<file path="src/sv/pls_pkg.sv">
// Shared constants, codes and types for the positional list store.
package pls_pkg;

    localparam int CAPACITY = 64;
    localparam int ELEM_W   = 32;
    localparam int CMD_W    = 3;
    localparam int POS_W    = 7;
    localparam int STAT_W   = 2;
    localparam int OUT_CNT_W = 7;

    localparam int IDX_W = $clog2(CAPACITY);
    localparam int CNT_W = $clog2(CAPACITY + 1);
    localparam int CMP_W = (CNT_W + 1 > POS_W) ? CNT_W + 1 : POS_W;

    // Registered OR tree that gathers the picked element.
    localparam int GRP   = 8;
    localparam int NGRP  = (CAPACITY + GRP - 1) / GRP;

    localparam logic [CMD_W-1:0] CMD_ADD_FRONT = 3'd0;
    localparam logic [CMD_W-1:0] CMD_ADD_REAR  = 3'd1;
    localparam logic [CMD_W-1:0] CMD_RM_FRONT  = 3'd2;
    localparam logic [CMD_W-1:0] CMD_RM_REAR   = 3'd3;
    localparam logic [CMD_W-1:0] CMD_INS_AT    = 3'd4;
    localparam logic [CMD_W-1:0] CMD_RM_AT     = 3'd5;

    localparam logic [STAT_W-1:0] ST_OK        = 2'd0;
    localparam logic [STAT_W-1:0] ST_UNDERFLOW = 2'd1;
    localparam logic [STAT_W-1:0] ST_RANGE     = 2'd2;
    localparam logic [STAT_W-1:0] ST_FULL      = 2'd3;

    typedef enum logic [1:0] {
        OP_NONE,
        OP_INS,
        OP_REM
    } pls_op_t;

    // Broadcast from the controller to every cell.
    typedef struct packed {
        pls_op_t            op;
        logic [IDX_W-1:0]   k;
        logic [ELEM_W-1:0]  value;
    } pls_shift_t;

endpackage

</file>
<file path="src/sv/pls_cell.sv">
// One storage cell of the shifting row.
module pls_cell
    import pls_pkg::*;
(
    input  logic              clk,
    input  logic [IDX_W-1:0]  idx,
    input  pls_shift_t        shift,
    input  logic [ELEM_W-1:0] left,
    input  logic [ELEM_W-1:0] right,
    output logic [ELEM_W-1:0] data,
    output logic [ELEM_W-1:0] pick
);

    logic [ELEM_W-1:0] data_reg;
    logic [ELEM_W-1:0] data_next;

    always_comb
    begin
        data_next = data_reg;
        case (shift.op)
            OP_INS:
            begin
                if (idx > shift.k)
                    data_next = left;
                else if (idx == shift.k)
                    data_next = shift.value;
            end
            OP_REM:
            begin
                if (idx >= shift.k)
                    data_next = right;
            end
            default:
            begin
                data_next = data_reg;
            end
        endcase
    end

    always_ff @(posedge clk)
    begin
        data_reg <= data_next;
    end

    assign data = data_reg;
    // Only the addressed cell offers its element to the gather tree.
    assign pick = (idx == shift.k) ? data_reg : '0;

endmodule

</file>
<file path="config.mk">
export PLATFORM = sky130hd
export DESIGN_NAME = pls_cell
export DESIGN_NICKNAME = d
export VERILOG_FILES = /design/src/sv/pls_pkg.sv /design/src/sv/pls_cell.sv
export SDC_FILE = /design/constraint.sdc
export NUM_CORES = 1
export LEC_CHECK = 0
export ABC_CLOCK_PERIOD_IN_PS = 8000
export BUFFER_PORTS_ARGS = -buffer_cell sky130_fd_sc_hd__buf_2
export CAP_MARGIN = 10
export CORE_AREA = 2 2 85 87
export DETAILED_ROUTE_END_ITERATION = 10
export DIE_AREA = 0 0 87 89
export PLACE_DENSITY = 0.84
export SLEW_MARGIN = 10
export SYNTH_ARGS = -nofsm -noshare
export SYNTH_HDL_FRONTEND = slang
export SYNTH_SLANG_ARGS = --single-unit
</file>
<file path="constraint.sdc">
create_clock -name clk -period 8 [get_ports clk]
set_input_delay 1.2 -clock clk [delete_from_list [all_inputs] [get_ports clk]]
set_output_delay 1.2 -clock clk [all_outputs]
set_load 0.03 [all_outputs]
</file>
* Yosys cells after proc, flatten, opt, wreduce, memory -nomap -nowiden
Cells that the tools add are included.
Storage, ports and cells: memory bits (read-only) 0, output and inout bits 64, register bits after elaboration 32, bits in latches 0, memories kept 0, RAM bits 0
Cells by class: bitwise operators 0, add/sub/neg operators 0, $mul 0, shift-type cells 0, eq/ne operators 5, div/mod/pow operators 0, reduce and logical (&&, ||, !) cells 2, muxes and demuxes 5, magnitude comparators 2
Operators with widths (number):
- $mux W32 | 4
- $pmux W32 S2 | 1
- $eq A6 B6 Y1 | 1
- $ge A6 B6 Y1 | 1
- $gt A6 B6 Y1 | 1
- $ne A3 B3 Y1 const B | 1
- $reduce_and A3 Y1 | 1
- $eq A2 B1 Y1 const B | 1
- $eq A2 B2 Y1 const B | 1
- $ne A2 B2 Y1 const B | 1
- $reduce_bool A2 Y1 | 1

* Longest topological paths before layout
Gate-level depths: netlist of run 1.
word-level depth 4, depth in mapped cells 8, gate-level depth less buffers 6

* Worst setup path after synthesis of run 1
Ideal clock, no wire load.
path type input-to-output, start in shift[37] (netlist name), end out pick[0], stages on the path 7, data arrival time 2.500 ns, buffers on the path 2, required time 6.800 ns, setup slack 4.300 ns, cells stage by stage inv_1 ha_1 and4_4 and3_4 buf_12 buf_12 and2_1
Between the ends: cells in the longest elaborated chain, start to end 2
RTL lines:
- start, declared | RTL line pls_cell.sv:7 | input pls_shift_t shift,
- $eq A6 B6 Y1 | RTL line pls_cell.sv:47 | assign pick = (idx == shift.k) ? data_reg : '0;
- $mux W32 | RTL line pls_cell.sv:47
- end, declared | RTL line pls_cell.sv:11 | output logic [ELEM_W-1:0] pick
No other way between the ends.

* Final worst setup path of run 1
start in shift[37] (netlist name), end out pick[27]
Same word-level chain as after synthesis.

==> reports/summary.txt, run 1 <==
Diode count: 0
Final setup violating endpoints: 0
TritonCTS buffer count: 5
Worst hold path type: in -> reg
Post-DR wirelength/cell: 16.4 um
RSZ-0062 raised after global routing: false
Peak supply drop: 0.0715 mV
Initial antenna violation count: 0
GRT Residual Overflow: 0
Hold path depth: 3
CORE AREA: 6720 sq um
Most frequent cell after synthesis: nor2b_1
Detailed placer's ending HPWL: 6060 um
PostCTS Resize Cnt: 0
Critical path's top delay family: simple AND/OR/NAND/NOR gates
Fin. max-slew vios: 0
Wire length of the first global-routing pass: 14200 um
Share of cells above drive strength 1: 40.9%
Max-cap viol count: 0
Initial Util: 44.1%
Vias: 3222
Max reg flops: 32
Total power: 0.000628 W
GRT Resource Usage Total: 22.8%
Setup TNS: 0 ps
Area growth syn-to-layout: 29.7%
Critical Path Slowest Stage Cell: and3_4
Post-CTS Hold Buffers: 0
Register bit total from synthesis: 32
Die W: 87 um
Area leader, netlist: edfxtp_1
Worst Tran Pin Value: 1180 ps
DRC: 0
Port Buffer Count: 174
Post-Synthesis Cells: 326
Routability cong.: 0.738
Post-Route WL: 9030 um
Crit path depth: 7
Max incr delay on CP: 580 ps
ANT nets after route: 0
Final Hold Vio Count: 0
Post-synthesis sequential area ratio: 32.5%
Clock Tree Buf Depth: 2
Nets: 590
Crit Path Max Fanout: 65
Post-synth EDFFs: 32
Die area: 7740 sq um
Synth Area per Inst: 9.08 sq um
Fraction of registers with async set or reset after synthesis: 0%
Synthesized area: 2960 sq um
Max Freq: 237 MHz
Fin crit share: 52.6%
CP Class: in -> out
Crit-path cells: buf_2, inv_1, ha_1, and4_4, and3_4, and2_1, buf_2
Die span in y: 89 um
Worst Path Buf+Inv: 3
CP Capture Type: output port
# rows: 30
Most frequent CP cell: buf_2
Share of the synthesized area in the top cell type: 32.5%
Synth area leaders: edfxtp_1 (32%), nor2b_1 (14%), a22oi_1 (8.1%)
Pwr Density: 164 nW/um^2
Via/cell ratio: 5.84
DRT Pass-1 Iters: 4
Distinct cells, synth: 27
Period minus WS final: 4210 ps
Ports: 175
Net Count, Synth: 445
CP Data Required Time: 6800 ps
Critical path launch point type: input pin
Relative slew slack: 21.1%
DRT iter0 DRCs: 171
Largest net degree at the start of global routing: 97
CTS tree: built
Clk slew on worst S/H paths: 70 ps
P_leak: 1.76 nW
Critical Path AT: 3010 ps
Setup Buffers After CTS: 0
Htree depth: 2
Status: finished, final reports clean
CTS Root Cell: clkbuf_8
Top_reg_cell synth: edfxtp_1
Sink Count: 32
Synth cell count leaders: nor2b_1 (64), nand3_1 (33)
Vias in the first global route: 3059
Yosys Warn Count: 0
[routing by layer]
layer / global-route usage, % / up-vias / routed length [um]
met5: 0 / - / 0
met4: 7.67 / 0 / 153
met3: 3.23 / 16 / 749
met2: 42.6 / 187 / 4700
met1: 26.6 / 1480 / 3420
li1: - / 1539 / -
[kinds of logic (layout without fill, tap and decap cells)]
logic type / Yosys count / count (layout) / synth area share, %
buffers and inverters: 47 / 193 / 10.2
adders and majority gates: 8 / 8 / 3.38
AOI/OAI and AO/OA: 70 / 70 / 19.4
DFF: 32 / 32 / 32.5
and+or+nand+nor: 169 / 169 / 34.6
[layout by cell type (no fill, tap or decap), types with 2 or more instances in the layout]
master | Yosys | layout
buf_2 | 8 | 174
nor2b_1 | 64 | 64
nand3_1 | 33 | 33
nand4_1 | 32 | 32
a22oi_1 | 32 | 32
and2_1 | 32 | 32
edfxtp_1 | 32 | 32
o311ai_0 | 22 | 22
o311ai_1 | 10 | 10
inv_1 | 8 | 8
ha_1 | 8 | 7
clkbuf_8 | 0 | 5
nor2_1 | 3 | 2
clkinv_1 | 0 | 2
buf_4 | 3 | 2
[worst min-delay path: cells and delay by family]
family,cells,cell delay (ps)
buffers and inverters,1,80
AO/OA/AOI/OAI,1,70
AND/OR/NAND/NOR,1,80
[power breakdown]
| part | leakage, nW | total (W) | switching [W] | internal (W) |
|---|---|---|---|---|
| registers | 0.303 | 0.000241 | 0.0000144 | 0.000226 |
| clock network | 0.0532 | 0.000153 | 0.0000623 | 0.0000907 |
| logic | 1.40 | 0.000235 | 0.000153 | 0.0000819 |
| total | 1.76 | 0.000628 | 0.000229 | 0.000399 |
[worst paths after layout]
path	endpoint	startpoint	slack, ps
setup / recovery	pick[27]	shift[37]	3790
hold / removal	data[7]	right[7]	1240
[metrics by stage]
stage	instance area [sq um]	instances	util, %	hold WS (ps)	setup WS, ps
after floorplan	2960	326	-	1440	4300
after global placement	3710	543	55.2	1530	3880
after detailed placement	3710	543	55.2	1540	3810
after CTS	3810	551	56.7	1240	3810
after global routing	3840	552	57.2	1250	3710
final	3840	552	57.2	1240	3790
[area by class of cell]
cell class / count / area (sq um)
fill: 587 / 2880
multi-input combinational: 247 / 1730
sequential: 32 / 961
timing repair buffer: 177 / 913
tap: 80 / 100
clock buffer: 5 / 68.8
clock inverter: 3 / 37.5
inverter: 8 / 30.0
(Power assumes the default switching activity.)
==> run 2: changes to the inputs <==
--- a/config.mk
+++ b/config.mk
@@ -5,13 +5,14 @@
 export SDC_FILE = /design/constraint.sdc
 export NUM_CORES = 1
 export LEC_CHECK = 0
-export ABC_CLOCK_PERIOD_IN_PS = 8000
+export ABC_AREA = 1
+export ABC_CLOCK_PERIOD_IN_PS = 3900
 export BUFFER_PORTS_ARGS = -buffer_cell sky130_fd_sc_hd__buf_2
 export CAP_MARGIN = 10
-export CORE_AREA = 2 2 85 87
+export CORE_AREA = 2 2 82 84
 export DETAILED_ROUTE_END_ITERATION = 10
-export DIE_AREA = 0 0 87 89
-export PLACE_DENSITY = 0.84
+export DIE_AREA = 0 0 84 86
+export PLACE_DENSITY = 0.83
 export SLEW_MARGIN = 10
 export SYNTH_ARGS = -nofsm -noshare
 export SYNTH_HDL_FRONTEND = slang
==> constraint.sdc (replaced) <==
create_clock -name clk -period 3.9 [get_ports clk]
set_input_delay 0.585 -clock clk [delete_from_list [all_inputs] [get_ports clk]]
set_output_delay 0.585 -clock clk [all_outputs]
set_load 0.03 [all_outputs]
==> reports/summary.txt, run 2 <==
Die area: 7220 sq um (-6.7%)
Yosys Warn Count: 0 (unchanged)
Worst hold start: right[21]
Initial antenna violation count: 0 (unchanged)
CP Class: in -> out
Nets: 661 (+12%)
DRC: 0 (unchanged)
Diode count: 0 (unchanged)
PostCTS Resize Cnt: 0 (unchanged)
Final Hold Vio Count: 0 (unchanged)
# rows: 29 (-3.3%)
Worst Path Buf+Inv: 4 (+1)
Vias in the first global route: 2606 (-15%)
Post-synthesis compound-gate area fraction: 0.535% (-19 points)
Die W: 84 um (-3.4%)
Largest net degree at the start of global routing: 33 (-66%)
P_leak: 2.28 nW (+30%)
Crit Path Max Fanout: 29 (-55%)
Routability cong.: 0.817 (+11%)
TritonCTS buffer count: 5 (unchanged)
Max reg flops: 32 (unchanged)
Net Count, Synth: 496 (+11%)
Vias: 2769 (-14%)
Relative slew slack: 27.7% (+6.6 points)
Peak supply drop: 0.188 mV (+160%)
Adder-cell share of the synthesized area: 3.89% (+0.51 points)
Sink Count: 32 (unchanged)
Top_reg_cell synth: edfxtp_1
Synth Area per Inst: 6.82 sq um (-25%)
Htree depth: 2 (unchanged)
Filler cell count in the final layout: 614 (+4.6%)
Setup WS pre-CTS: 1050 ps (-2750 ps)
Synth area leaders: edfxtp_1 (37%), inv_1 (16%), nand2_1 (15%)
Critical path's top delay family: buffers and inverters
Post-DR wirelength/cell: 11.8 um (-28%)
Post-Synthesis Cells: 377 (+16%)
Period minus WS final: 2760 ps
Crit-path cells: buf_2, inv_1, ha_1, nand2_2, nor2_4, nand3_4, buf_4, nor2_1, buf_2
Distinct cells, synth: 18 (-33%)
GRT Resource Usage Total: 19.8% (-2.9 points)
Clock Tree Buf Depth: 2 (unchanged)
GRT Residual Overflow: 0 (unchanged)
Most frequent cell after synthesis: inv_1
Setup Buffers After CTS: 0 (unchanged)
Worst Hold Endpoint: data[21]
CP Data Required Time: 3310 ps (-3490 ps)
Status: finished, final reports clean
Register bit total from synthesis: 32 (unchanged)
Hold path depth: 3 (unchanged)
Via/cell ratio: 4.47 (-23%)
Most common cell after layout, fill and taps aside: buf_2
Worst Tran Pin Value: 1080 ps (-99.4 ps)
Max Freq: 363 MHz
Fin. max-slew vios: 0 (unchanged)
Synth Area in XOR/XNOR: 0% (unchanged)
ANT nets after route: 0 (unchanged)
Port Buffer Count: 174 (unchanged)
DRT Pass-1 Iters: 4 (unchanged)
Area growth syn-to-layout: 36.8%
Share of cells above drive strength 1: 37.2% (-3.7 points)
Post-synthesis simple-gate area fraction: 36.8% (+2.2 points)
Post-Route WL: 7320 um (-19%)
CTS Root Cell: clkbuf_8
Post-synth EDFFs: 32 (unchanged)
Critical path launch point type: input pin
Fraction of registers with async set or reset after synthesis: 0% (unchanged)
Max incr delay on CP: 350 ps (-230 ps)
Setup TNS: 0 ps (unchanged)
Area leader, netlist: edfxtp_1
Detailed placer's ending HPWL: 5590 um (-7.7%)
Share of the synthesized area in the top cell type: 37.4% (+4.9 points)
Die span in y: 86 um (-3.4%)
Worst hold path type: in -> reg
Ports: 175 (unchanged)
Post-CTS Hold Buffers: 0 (unchanged)
Final setup violating endpoints: 0 (unchanged)
Mux contribution to synthesized area: 0% (unchanged)
Largest family of logic cells by synthesized area: simple AND/OR/NAND/NOR gates
Register area: 961 sq um (unchanged)
Pwr Density: 343 nW/um^2 (+110%)
Synth cell count leaders: inv_1 (109), nand2_1 (102), nand3_1 (55), nor2_1 (34), edfxtp_1 (32)
Wire length of the first global-routing pass: 11600 um (-18%)
Post-synthesis sequential area ratio: 37.4% (+4.9 points)
Clk slew on worst S/H paths: 60 ps (about the same)
Initial Util: 41.0% (-3.1 points)
CP Capture Type: output port
DRT iter0 DRCs: 124 (-27%)
Critical Path AT: 2170 ps (-840 ps)
RSZ-0062 raised after global routing: false
Fin crit share: 70.6%
Critical Path Slowest Stage Cell: buf_4
Most frequent CP cell: buf_2
Multi-input gate area: 1070 sq um (-38%)
Final WS setup: 1140 ps (-2640 ps)
Synthesized area: 2570 sq um (-13%)
CTS tree: built
Max-cap viol count: 0 (unchanged)
CORE AREA: 6280 sq um (-6.6%)
Most frequent cells in the layout: buf_2 (174), inv_1 (109), nand2_1 (102), nand3_1 (55), nor2_1 (33)
run 2: cell types whose count changed after synthesis, moves of 31 or more:
cell | previous run | this run
a22oi_1 | 32 | 0
and2_1 | 32 | 0
inv_1 | 8 | 109
nand2_1 | 1 | 102
nand4_1 | 32 | 0
nor2_1 | 3 | 34
nor2b_1 | 64 | 0
run 2: metal layers:
metal  global-route usage [%]  routed length, um  up-vias
li1                         -                  -     1445
met1                     22.1               2970     1187
met2                     37.7               3780      124
met4                     6.74                104        0
met5                        0                  0        -
met3                     3.85                471       13
run 2: cell families after synthesis:
group | count (synthesis)
compound gates | 2
fa+ha+maj | 8
buf+inv | 129
flops | 32
simple gates | 206
run 2: final cells by class:
cell class,count,share of cell area (%)
inverter,109,11.6
tap,77,2.74
clock inverter,3,0.391
timing repair buffer,178,25.6
clock buffer,5,1.96
sequential,32,27.3
multi-input combinational,216,30.3
run 2: through the flow:
step | total power (W) | util [%] | hold WS (ps) | cells | instance area (sq um)
after detailed placement | 0.000979 | 54.7 | 860 | 612 | 3430
final | 0.00120 | 56.0 | 574 | 620 | 3520
after global routing | 0.00128 | 56.0 | 582 | 620 | 3520
after CTS | 0.00122 | 56.0 | 568 | 620 | 3520
after floorplan | 0.000823 | - | 767 | 377 | 2570
after global placement | 0.000967 | 54.7 | 859 | 612 | 3430
run 2: worst max path at each step:
stage,start,to,slack [ps],depth (start not counted)
2_1_floorplan,shift[37],data[0],540,10
3_3_place_gp,shift[37],data[8],1130,9
3_5_place_dp,shift[37],data[0],1050,9
4_1_cts,shift[37],pick[27],1120,9
5_1_grt,shift[37],pick[31],990,9
6_report,shift[37],pick[27],1140,9
run 2: report_power, final:
group	internal [W]	switching [W]	total (W)
combinational	0.000148	0.000319	0.000467
clock	0.000121	0.000115	0.000236
sequential	0.000464	0.0000376	0.000502
total	0.000733	0.000471	0.00120
